$ cat config.mk
export PLATFORM = sky130hd
export DESIGN_NAME = aos_cell
export DESIGN_NICKNAME = d
export VERILOG_FILES = /design/src/rtl/alignment_overlap_suppression_macros.svh /design/src/rtl/aos_pkg.sv /design/src/rtl/aos_cell.sv
export SDC_FILE = /design/constraint.sdc
export NUM_CORES = 1
export LEC_CHECK = 0
export ABC_AREA = 1
export BUFFER_PORTS_ARGS = -buffer_cell sky130_fd_sc_hd__buf_4
export CAP_MARGIN = 15
export CELL_PAD_IN_SITES_DETAIL_PLACEMENT = 1
export CELL_PAD_IN_SITES_GLOBAL_PLACEMENT = 2
export CORE_AREA = 2 2 272 274
export DETAILED_ROUTE_END_ITERATION = 7
export DIE_AREA = 0 0 274 276
export PLACE_DENSITY = 0.94
export SLEW_MARGIN = 20
export SYNTH_ARGS = -nofsm -noshare
export SYNTH_HDL_FRONTEND = slang
export SYNTH_SLANG_ARGS = --single-unit
$ cat constraint.sdc
create_clock -name clk -period 3.8 [get_ports clk]
set_input_delay 0.57 -clock clk [delete_from_list [all_inputs] [get_ports clk]]
set_output_delay 0.57 -clock clk [all_outputs]
set_load 0.02 [all_outputs]
$ cat src/rtl/alignment_overlap_suppression_macros.svh
// assertion macros used by the rtl top level
`ifndef ALIGNMENT_OVERLAP_SUPPRESSION_MACROS_SVH
`define ALIGNMENT_OVERLAP_SUPPRESSION_MACROS_SVH
`define AOS_ASSERT(label, prop, msg) \
	label: assert property (@(posedge clk) disable iff (!arst_n) prop) else $error(msg);
`define AOS_ASSERT_ALWAYS(label, prop, msg) \
	label: assert property (@(posedge clk) prop) else $error(msg);
`endif

$ cat src/rtl/aos_pkg.sv
package aos_pkg;
	localparam int MaxRecords = 64;
	localparam int CoordBits  = 32;
	localparam int PosBits    = 6;

	typedef enum logic [2:0] {
		ST_LOAD,
		ST_SORT,
		ST_SUPP,
		ST_EMIT,
		ST_EMPTY
	} state_t;

	// one record as held in a cell
	typedef struct packed {
		logic                  live;
		logic                  keep;
		logic [PosBits-1:0]    pos;
		logic [31:0]           rd;
		logic signed [31:0]    score;
		logic [CoordBits-1:0]  first;
		logic [CoordBits-1:0]  final_q;
	} rec_t;

	// commands from the controller to the cells
	typedef struct packed {
		logic load;
		logic sort_even;
		logic sort_odd;
		logic supp;
		logic shift;
		logic clear;
	} cell_ctl_t;

	// true if a must be placed before b
	function automatic logic ranks_before(rec_t a, rec_t b);
		if (a.rd != b.rd)
			return a.rd < b.rd;
		return a.score > b.score;
	endfunction

	// b is suppressed by a
	function automatic logic overlaps(rec_t a, rec_t b);
		logic [CoordBits-1:0] s;
		logic [CoordBits-1:0] e;
		logic [CoordBits:0]   ov2;
		logic [CoordBits-1:0] len;
		s = (a.first > b.first) ? a.first : b.first;
		e = (a.final_q < b.final_q) ? a.final_q : b.final_q;
		len = b.final_q - b.first;
		ov2 = (e > s) ? {e - s, 1'b0} : '0;
		return (b.final_q >= b.first) && (ov2 > {1'b0, len});
	endfunction
endpackage

$ cat src/rtl/aos_cell.sv
// one cell: holds a record, takes part in load, odd-even sort, suppression, shift and clear
module aos_cell (
	input  logic              clk,
	input  logic              arst_n,
	input  aos_pkg::cell_ctl_t ctl,
	input  logic              load_here,
	input  aos_pkg::rec_t     load_rec,
	input  aos_pkg::rec_t     prev_rec,
	input  aos_pkg::rec_t     next_rec,
	input  logic              even_pos,
	input  aos_pkg::rec_t     head_rec,
	output aos_pkg::rec_t     rec
);
	aos_pkg::rec_t rec_q;
	aos_pkg::rec_t nxt;
	logic          low_side;
	logic          swap_lo;
	logic          swap_hi;

	assign rec = rec_q;

	always_comb begin
		nxt      = rec_q;
		low_side = (ctl.sort_even && even_pos) || (ctl.sort_odd && !even_pos);
		// pair with next when low side, with prev otherwise
		swap_lo  = next_rec.live && rec_q.live && aos_pkg::ranks_before(next_rec, rec_q);
		swap_hi  = rec_q.live && prev_rec.live && aos_pkg::ranks_before(rec_q, prev_rec);
		priority if (ctl.load) begin
			if (load_here)
				nxt = load_rec;
		end else if (ctl.sort_even || ctl.sort_odd) begin
			if (low_side && swap_lo)
				nxt = next_rec;
			else if (!low_side && swap_hi)
				nxt = prev_rec;
		end else if (ctl.supp) begin
			// shift towards the head, dropping keep of records the head covers
			nxt = next_rec;
			if (head_rec.keep && next_rec.live && next_rec.keep && next_rec.rd == head_rec.rd
					&& aos_pkg::overlaps(head_rec, next_rec))
				nxt.keep = 1'b0;
		end else if (ctl.shift) begin
			nxt = next_rec;
		end else if (ctl.clear) begin
			nxt.live = 1'b0;
		end
	end

	always_ff @(posedge clk or negedge arst_n) begin
		if (!arst_n) begin
			rec_q <= '0;
		end else begin
			rec_q <= nxt;
		end
	end
endmodule

==> run_results.csv <==
group,metric,value,unit
outcome,status,"complete, but fails checks",
outcome,violations,"negative setup slack",
clocking,clk_pin_slew,70,ps
sta,min_period,5300,ps
synth,synth-seq-cells,136,
sta,relSlewSlack,38.5,%
clocking,root_buffer,"clkbuf_16",
floorplan,fp.dieH,276,µm
sta,rsz0062_at_grt,"yes",
synth,synth-async-reset-ratio,100,%
global_routing,grt_usage,26.9,%
floorplan,coreArea,72600,µm²
drt,drc,0,
global_routing,grt_overflow,0,
sta,hold_viol_final,0,
sta,finalMaxSlewViolations,0,
min_path,hp-class,"in -> async",
synth,synth_edf_count,0,
floorplan,start_util,26.1,%
synth,synth_top_area_cell,"nand2_1",
drt,routed_wl,104000,µm
clocking,cts-htree-levels,4,
finish,drive_gt1_share,28.3,%
sta,finClkSkew,16.6,ps
global_routing,grt_first_pass_wirelength,156000,µm
place,port_buffers,650,
synth,postSynthAreaPerCell,6.21,µm²
global_routing,grt_max_degree,138,
setup_path,cp-end-kind,"flip-flop",
setup_path,crit_type,"in -> reg",
sta,period_share,140,%
finish,regArea,3400,µm²
floorplan,ios,690,
drt,first_iter_violations,1314,
setup_path,worst-endpoint-required,4180,ps
power,peakVddDrop,0.214,mV
synth,synth_top_cell_area_share,19.8,%
setup_path,crit_fanout,15,
finish,layout.nets,4819,
clocking,cts_buffers,17,
floorplan,num_rows,99,
setup_path,r2r_cells,19,
drt,firstDrtPassIters,6,
setup_path,slowest_stage,"ha_1",
drt,wl_per_cell,21.1,µm
synth,yosys_warnings,0,
floorplan,die_w,274,µm
clocking,cts.sinks,136,
synth,synth_flop_cell,"dfrtp_1",
finish,largest_register_ffs,136,
floorplan,die_area,75600,µm²
global_routing,grt_pass1_vias,26000,
power,leakage,15.9,nW
sta,worstMarginPinSlew,923,ps
synth,synthTopCellsByCount,"999 x nand2_1, 403 x inv_1, 286 x ha_1",
finish,multi_input_area,13700,µm²
setup_path,cp_slowest_stage_delay,320,ps
finish,fin_util,39.0,%
clocking,cts.hold.buffers_added,0,
finish,fin_cells,4950,
synth,ys_seq_area_share,17.9,%
clocking,clock_latency,460,ps
sta,fin_hold_ws,242,ps
drt,ant_nets,0,
place,dp.cells,4914,
run,cap_violations,0,
drt,num_vias,24600,
power,power.density,359,nW/µm²
synth,yosysUniqueCellTypes,59,
sta,setup_slack,-1500,ps
global_routing,antenna_found_initial,2,
setup_path,worstPathArrival,5680,ps
drt,vias_per_cell,4.97,
synth,synth_area,19000,µm²
sta,setup_viol,1,
clocking,cts_buffer_depth,2,
synth,synth.area.top_cells,"nand2_1 20%, ha_1 19%, dfrtp_1 18%",
finish,syn_to_final_growth,49.2,%
setup_path,cp-start-kind,"input port",
synth,syn_nets,3896,
finish,nFillCells,9555,
place,hpwlAfterDp,87700,µm
place,gp_congestion,0.970,
synth,yosysMostFrequentCell,"nand2_1",
synth,syn-instance-count,3054,
clocking,cts_tree,"yes",
sta,max_freq,189,MHz
[cells in the final DEF (no fill, tap or decap), drive strengths merged, types with 3 or more instances in the layout]
master    synthesis  layout
a31oi            11      11
nor4              8       8
nor2            176     176
and3              3       3
nand3b           74      74
clkinvlp          0       4
xor2             31      31
clkinv            0       4
o21a             13      13
nor3             23      23
a221oi            3       3
ha              286     286
a21oi           226     226
o21bai            6       6
xnor2            30      30
buf              59    1021
o21ai           187     187
nand4            30      30
nand2          1003    1003
inv             405     407
bufinv            0       4
a211oi            5       5
o211ai           11      11
dfrtp           136     136
clkbuf           59      18
a21o              6       6
nand3           237     237
a21boi            6       6
[logic make-up (layout without fill, tap and decap cells)]
family          count (synthesis)  in the layout  synth area share [%]
simple gates                 1558           1558                  35.1
compound gates                487            487                  13.9
fa+ha+maj                     288            288                  19.1
other cells                     0              2                     0
mux                             1              1                0.0527
flops                         136            136                  17.9
buf+inv                       523           1458                  11.1
xor+xnor                       61             61                  2.82
[worst max-delay path, delay by kind of cell]
family	cells	cell delay, ps
AOI/OAI and AO/OA	13	2110
and+or+nand+nor	12	1010
buffers and inverters	9	1090
adders and majority gates	3	910
[area by class of cell]
type	count	share of cell area [%]
multi-input combinational	2395	48.2
sequential	136	12.0
antenna	2	0.0177
inverter	405	5.41
clock buffer	17	1.50
timing repair buffer	1022	27.9
clock inverter	14	0.702
tap	959	4.24
[per-layer routing]
metal	up-vias	wire (µm)	GRT usage [%]
met5	-	13	0
met4	2	3650	8.96
met3	176	5570	3.71
met2	722	51900	48.5
met1	11900	43300	32.5
li1	11800	-	-
[power breakdown]
group	switching (mW)	internal [mW]
sequential	0.236	1.72
clock	0.786	1.10
combinational	3.61	2.70
total	4.63	5.53
[timing repair]
item,4_1_cts,5_1_grt
pin swaps,10,11
gates resized for setup,33,16
buffers inserted,0,3
gates cloned,0,0
setup endpoints to repair,1,1
[stage by stage]
stage               power (mW)  setup TNS, ps  cell area [µm²]  setup slack (ps)
floorplan                 5.11          -1390            19000             -1390
global placement          7.99          -2060            27500             -2060
detailed placement        8.17          -2210            27500             -2210
CTS                       10.2          -1460            28200             -1460
global route              10.9          -1900            28300             -1900
finish                    10.2          -1500            28300             -1500
[final timing paths]
check | startpoint | end | slack [ps]
worst max-delay path | next_rec[25] | rec[134]$_DFFE_PN0P_ | -1500
worst min-delay path | arst_n | rec[110]$_DFFE_PN0P_ | 240
worst max register to register | rec[95]$_DFFE_PN0P_ | rec[70]$_DFFE_PN0P_ | 500
worst min register to register | rec[24]$_DFFE_PN0P_ | rec[24]$_DFFE_PN0P_ | 480
max in group asynchronous | arst_n | rec[131]$_DFFE_PN0P_ | 2670
min in group clk | load_rec[42] | rec[42]$_DFFE_PN0P_ | 400
No activity file was read; power rests on OpenSTA's default activity.
