**src/rtl/alignment_overlap_suppression_macros.svh**
```systemverilog
// assertion macros used by the rtl top level
`ifndef ALIGNMENT_OVERLAP_SUPPRESSION_MACROS_SVH
`define ALIGNMENT_OVERLAP_SUPPRESSION_MACROS_SVH
`define AOS_ASSERT(label, prop, msg) \
	label: assert property (@(posedge clk) disable iff (!arst_n) prop) else $error(msg);
`define AOS_ASSERT_ALWAYS(label, prop, msg) \
	label: assert property (@(posedge clk) prop) else $error(msg);
`endif

```
**src/rtl/aos_pkg.sv**
```systemverilog
package aos_pkg;
	localparam int MaxRecords = 64;
	localparam int CoordBits  = 32;
	localparam int PosBits    = 6;

	typedef enum logic [2:0] {
		ST_LOAD,
		ST_SORT,
		ST_SUPP,
		ST_EMIT,
		ST_EMPTY
	} state_t;

	// one record as held in a cell
	typedef struct packed {
		logic                  live;
		logic                  keep;
		logic [PosBits-1:0]    pos;
		logic [31:0]           rd;
		logic signed [31:0]    score;
		logic [CoordBits-1:0]  first;
		logic [CoordBits-1:0]  final_q;
	} rec_t;

	// commands from the controller to the cells
	typedef struct packed {
		logic load;
		logic sort_even;
		logic sort_odd;
		logic supp;
		logic shift;
		logic clear;
	} cell_ctl_t;

	// true if a must be placed before b
	function automatic logic ranks_before(rec_t a, rec_t b);
		if (a.rd != b.rd)
			return a.rd < b.rd;
		return a.score > b.score;
	endfunction

	// b is suppressed by a
	function automatic logic overlaps(rec_t a, rec_t b);
		logic [CoordBits-1:0] s;
		logic [CoordBits-1:0] e;
		logic [CoordBits:0]   ov2;
		logic [CoordBits-1:0] len;
		s = (a.first > b.first) ? a.first : b.first;
		e = (a.final_q < b.final_q) ? a.final_q : b.final_q;
		len = b.final_q - b.first;
		ov2 = (e > s) ? {e - s, 1'b0} : '0;
		return (b.final_q >= b.first) && (ov2 > {1'b0, len});
	endfunction
endpackage

```
**src/rtl/aos_ctrl.sv**
```systemverilog
// batch sequencer: load, sort passes, suppression walk, emission, or an empty-batch result
module aos_ctrl #(
	parameter int MAX_RECORDS = aos_pkg::MaxRecords
) (
	input  logic               clk,
	input  logic               arst_n,
	input  logic               in_xfer,
	input  logic               in_end,
	input  logic               head_live,
	input  logic               head_keep,
	input  logic               any_kept,
	input  logic               out_free,
	output aos_pkg::cell_ctl_t ctl,
	output logic               in_ready,
	output logic [$clog2(MAX_RECORDS+1)-1:0] count,
	output aos_pkg::state_t    state,
	output logic               ovf
);
	localparam int CntW = $clog2(MAX_RECORDS + 1);
	aos_pkg::state_t state_q;
	aos_pkg::state_t state_nxt;
	logic [CntW-1:0] count_q;
	logic [CntW-1:0] step_q;
	logic            ovf_q;
	logic            full;

	assign full  = count_q == CntW'(MAX_RECORDS);
	assign count = count_q;
	assign state = state_q;
	assign ovf   = ovf_q;

	always_comb begin
		state_nxt = state_q;
		unique case (state_q)
			aos_pkg::ST_LOAD:
				if (in_xfer && in_end)
					state_nxt = aos_pkg::ST_SORT;
			aos_pkg::ST_SORT:
				if (step_q == count_q)
					state_nxt = any_kept ? aos_pkg::ST_SUPP : aos_pkg::ST_EMPTY;
			aos_pkg::ST_SUPP:
				if (!head_live)
					state_nxt = aos_pkg::ST_EMIT;
			aos_pkg::ST_EMIT:
				if (!head_live)
					state_nxt = aos_pkg::ST_LOAD;
			aos_pkg::ST_EMPTY:
				if (out_free)
					state_nxt = aos_pkg::ST_LOAD;
			default:
				state_nxt = aos_pkg::ST_LOAD;
		endcase
	end

	// suppression shifts the chain: head compares, then leaves; only a kept head enters the emit queue
	always_comb begin
		ctl       = '0;
		in_ready  = 1'b0;
		unique case (state_q)
			aos_pkg::ST_LOAD: begin
				in_ready = 1'b1;
				ctl.load = in_xfer && !full;
			end
			aos_pkg::ST_SORT: begin
				ctl.sort_even = (step_q != count_q) && !step_q[0];
				ctl.sort_odd  = (step_q != count_q) && step_q[0];
			end
			aos_pkg::ST_SUPP: begin
				ctl.supp = head_live;
			end
			aos_pkg::ST_EMIT: begin
				ctl.shift = head_live && (out_free || !head_keep);
			end
			aos_pkg::ST_EMPTY: begin
				ctl.clear = out_free;
			end
			default: ;
		endcase
	end

	always_ff @(posedge clk or negedge arst_n) begin
		if (!arst_n) begin
			state_q <= aos_pkg::ST_LOAD;
			count_q <= '0;
			step_q  <= '0;
			ovf_q   <= 1'b0;
		end else begin
			state_q <= state_nxt;
			if (ctl.load)
				count_q <= count_q + 1'b1;
			if (state_q == aos_pkg::ST_LOAD && in_xfer && full)
				ovf_q <= 1'b1;
			if (state_q == aos_pkg::ST_SORT && step_q != count_q)
				step_q <= step_q + 1'b1;
			if ((state_q == aos_pkg::ST_EMIT && !head_live) || ctl.clear) begin
				count_q <= '0;
				step_q  <= '0;
				ovf_q   <= 1'b0;
			end
		end
	end
endmodule

```
**config.mk**
```make
export PLATFORM = sky130hd
export DESIGN_NAME = aos_ctrl
export DESIGN_NICKNAME = d
export VERILOG_FILES = /design/src/rtl/alignment_overlap_suppression_macros.svh /design/src/rtl/aos_pkg.sv /design/src/rtl/aos_ctrl.sv
export SDC_FILE = /design/constraint.sdc
export NUM_CORES = 1
export LEC_CHECK = 0
export BUFFER_PORTS_ARGS = -buffer_cell sky130_fd_sc_hd__buf_2
export CAP_MARGIN = 30
export CORE_MARGIN = 5
export CORE_UTILIZATION = 25
export DETAILED_ROUTE_END_ITERATION = 8
export SLEW_MARGIN = 20
export SYNTH_ARGS = -nofsm -noshare
export SYNTH_HDL_FRONTEND = slang
export SYNTH_SLANG_ARGS = --single-unit
```
**constraint.sdc**
```tcl
create_clock -name clk -period 5.05 [get_ports clk]
set_clock_uncertainty 0.1 [all_clocks]
set_input_delay 1.01 -clock clk [delete_from_list [all_inputs] [get_ports clk]]
set_output_delay 1.01 -clock clk [all_outputs]
set_load 0.05 [all_outputs]
```
==> impl_metrics.json <==
{
  "post_cts_buffers": 0,
  "antenna_found_initial": 0,
  "ys_ff_latch": 18,
  "synth_cell_types": 38,
  "postCtsHoldBufs": 0,
  "drive_above_1_share": 0.279,
  "reg2reg_from": "state[0]",
  "path_max_fanout": 14,
  "wl_mm": 2.79,
  "post-route-period-util": 0.635,
  "drt_iter0_drc": 34,
  "hpwl_mm": 2.10,
  "drt-pass1-iter-count": 4,
  "startpoint": "state[0]",
  "via_count": 983,
  "r2r_cells": 4,
  "setup_tns_ns": 0,
  "cp.arrival_ns": 2.10,
  "placed_cell_area_um2": 1380,
  "drv_cap": 0,
  "period_minus_slack_ns": 3.21,
  "io_buffers": 25,
  "route.met2.wl_mm": 1.17,
  "leakagePower_nw": 0.671,
  "routabilityCongestion": 0.832,
  "grt_use_total": 0.0937,
  "finalPower_uw": 991,
  "initial_core_util": 0.256,
  "synth_area_leader_cell": "dfrtp_1",
  "postSynthCellCount": 121,
  "grt_pass1_vias": 954,
  "met1_length_mm": 1.42,
  "vias_per_cell": 4.59,
  "syn_to_final_growth_pct": 18.3,
  "cts_made_buffers": 3,
  "worstSetupEndpoint": "ctl[3]",
  "whs_ns": 0.410,
  "grt_first_pass_wirelength_mm": 4.71,
  "core-area_um2": 4720,
  "rsz0062_at_grt": "false",
  "overflow": 0,
  "rows": 25,
  "hold_viol_final": 0,
  "ir_drop_mv": 0.166,
  "synthTopCellsByCount": "dfrtp_1 (18), nand2_1 (14), nor2_1 (11)",
  "synth_flop_cell": "dfrtp_1",
  "clk_path_buf_depth": 2,
  "clk_latency_ns": 0.25,
  "h-tree-depth": 1,
  "grt_max_degree": 19,
  "ant_nets": 0,
  "status": "completed",
  "synthTopCellsByArea": "dfrtp_1 (37%), mux2i_1 (5.8%), xnor2_1 (5.8%)",
  "clockRootBuffer": "clkbuf_8",
  "required_ns": 3.94,
  "ys_warn_count": 0,
  "synth_edf_count": 0,
  "critPathCaptureType": "primary output",
  "tightestPinTransition_ns": 0.534,
  "die_w_um": 79.5,
  "synth_top_area_share": 0.373,
  "dr_wl_met3_um": 169,
  "p_per_area_nw_per_um2": 693,
  "async_reset_ff_frac": 1.00,
  "dp.cells": 210,
  "ys_seq_area_frac": 0.373,
  "hold_depth": 2,
  "synth_most_common_cell": "dfrtp_1",
  "layout.cells.non_filler": 214,
  "die-area_um2": 6330,
  "report.final.slew_viol_count": 0,
  "io_pins": 26,
  "crit_type": "register to primary output",
  "final_cell_area_um2": 1430,
  "slew_headroom": 0.643,
  "clkSinkCount": 18,
  "clk_pin_slew_ns": 0.07,
  "max_freq_mhz": 312,
  "synth_area_um2": 1210,
  "fillCellCount": 506,
  "syn_nets": 132,
  "final_nets": 159,
  "cp-start-kind": "register",
  "setup_violations": 0,
  "drc": 0,
  "min_path_type": "register to register",
  "r2r_slack_ns": 3.17,
  "tritoncts": "yes",
  "n_antenna_cell": 0,
  "avgSynthCellArea_um2": 9.99,
  "die_h_um": 79.5,
  "cts_resized": 0,
  "wl_per_cell_um": 13.1,
  "highest_layer": "met4",
  "r2r_end": "step_q[6]"
}
-- per-stage QoR --
step,setup WS (ns),utilization
3_3_place_gp,2.01,0.291
4_1_cts,1.83,0.303
5_1_grt,1.64,0.303
6_report,1.84,0.303
3_5_place_dp,2.01,0.291
2_1_floorplan,1.77,-
-- worst min path at each step --
stage              start   endpoint  slack, ns
3_5_place_dp         ovf        ovf       0.39
6_report             ovf        ovf       0.41
2_1_floorplan  step_q[3]  step_q[3]       0.41
3_3_place_gp         ovf        ovf       0.39
5_1_grt              ovf        ovf       0.47
4_1_cts              ovf        ovf       0.41
-- per-layer routing --
layer  up-vias  global-route usage
li1        488                   -
met1       465               0.131
met2        26               0.134
met3         4              0.0260
met4         0              0.0395
met5         -                   0
-- registers in the layout, indices dropped and copies added (netlist names) --
name	flops
count	7
ovf	1
state	3
step_q	7
-- layout make-up --
type	instances	area (µm²)	share of cell area
multi-input combinational	95	697	0.487
clock buffer	4	55.1	0.0385
tap	67	83.8	0.0586
sequential	18	450	0.315
timing repair buffer	25	125	0.0875
inverter	5	18.8	0.0131
-- power by group --
part           switching [mW]  leakage (nW)  internal [mW]  total, mW
combinational           0.380         0.408          0.194      0.574
sequential              0.106         0.233          0.195      0.302
clock                  0.0464        0.0288         0.0692      0.116
-- critical path, cell delays in order, from the launching register on --
cell and delay, ns:
dfrtp_1 0.61, inv_1 0.14, or3_4 0.38, a21oi_1 0.28
and2_1 0.17, buf_2 0.26
-- logic make-up after synthesis --
group	after synthesis	share of synthesized area
AO/OA/AOI/OAI	23	0.149
XOR/XNOR	12	0.0870
adder cells (fa/ha/maj)	3	0.0311
buffers and inverters	8	0.0507
flip-flops	18	0.373
multiplexers	7	0.0580
AND/OR/NAND/NOR	50	0.252
-- cells in the final DEF (no fill, tap or decap), types with 2 or more instances in the layout --
cell / Yosys / routed
nor3_1: 2 / 2
nand4_1: 4 / 4
inv_1: 5 / 5
nor2b_1: 2 / 2
dfrtp_1: 18 / 18
a211oi_1: 2 / 2
o31ai_1: 2 / 2
o21ai_0: 5 / 5
buf_2: 0 / 25
ha_1: 3 / 3
o211ai_1: 4 / 4
nand2_1: 14 / 14
clkbuf_8: 2 / 4
a21oi_1: 4 / 4
and3_1: 2 / 2
nand3_1: 2 / 2
xor2_1: 4 / 4
xnor2_1: 8 / 8
nand2b_1: 2 / 2
nor2_1: 11 / 11
mux2i_1: 7 / 7
Power figures use the tool's default switching activity.
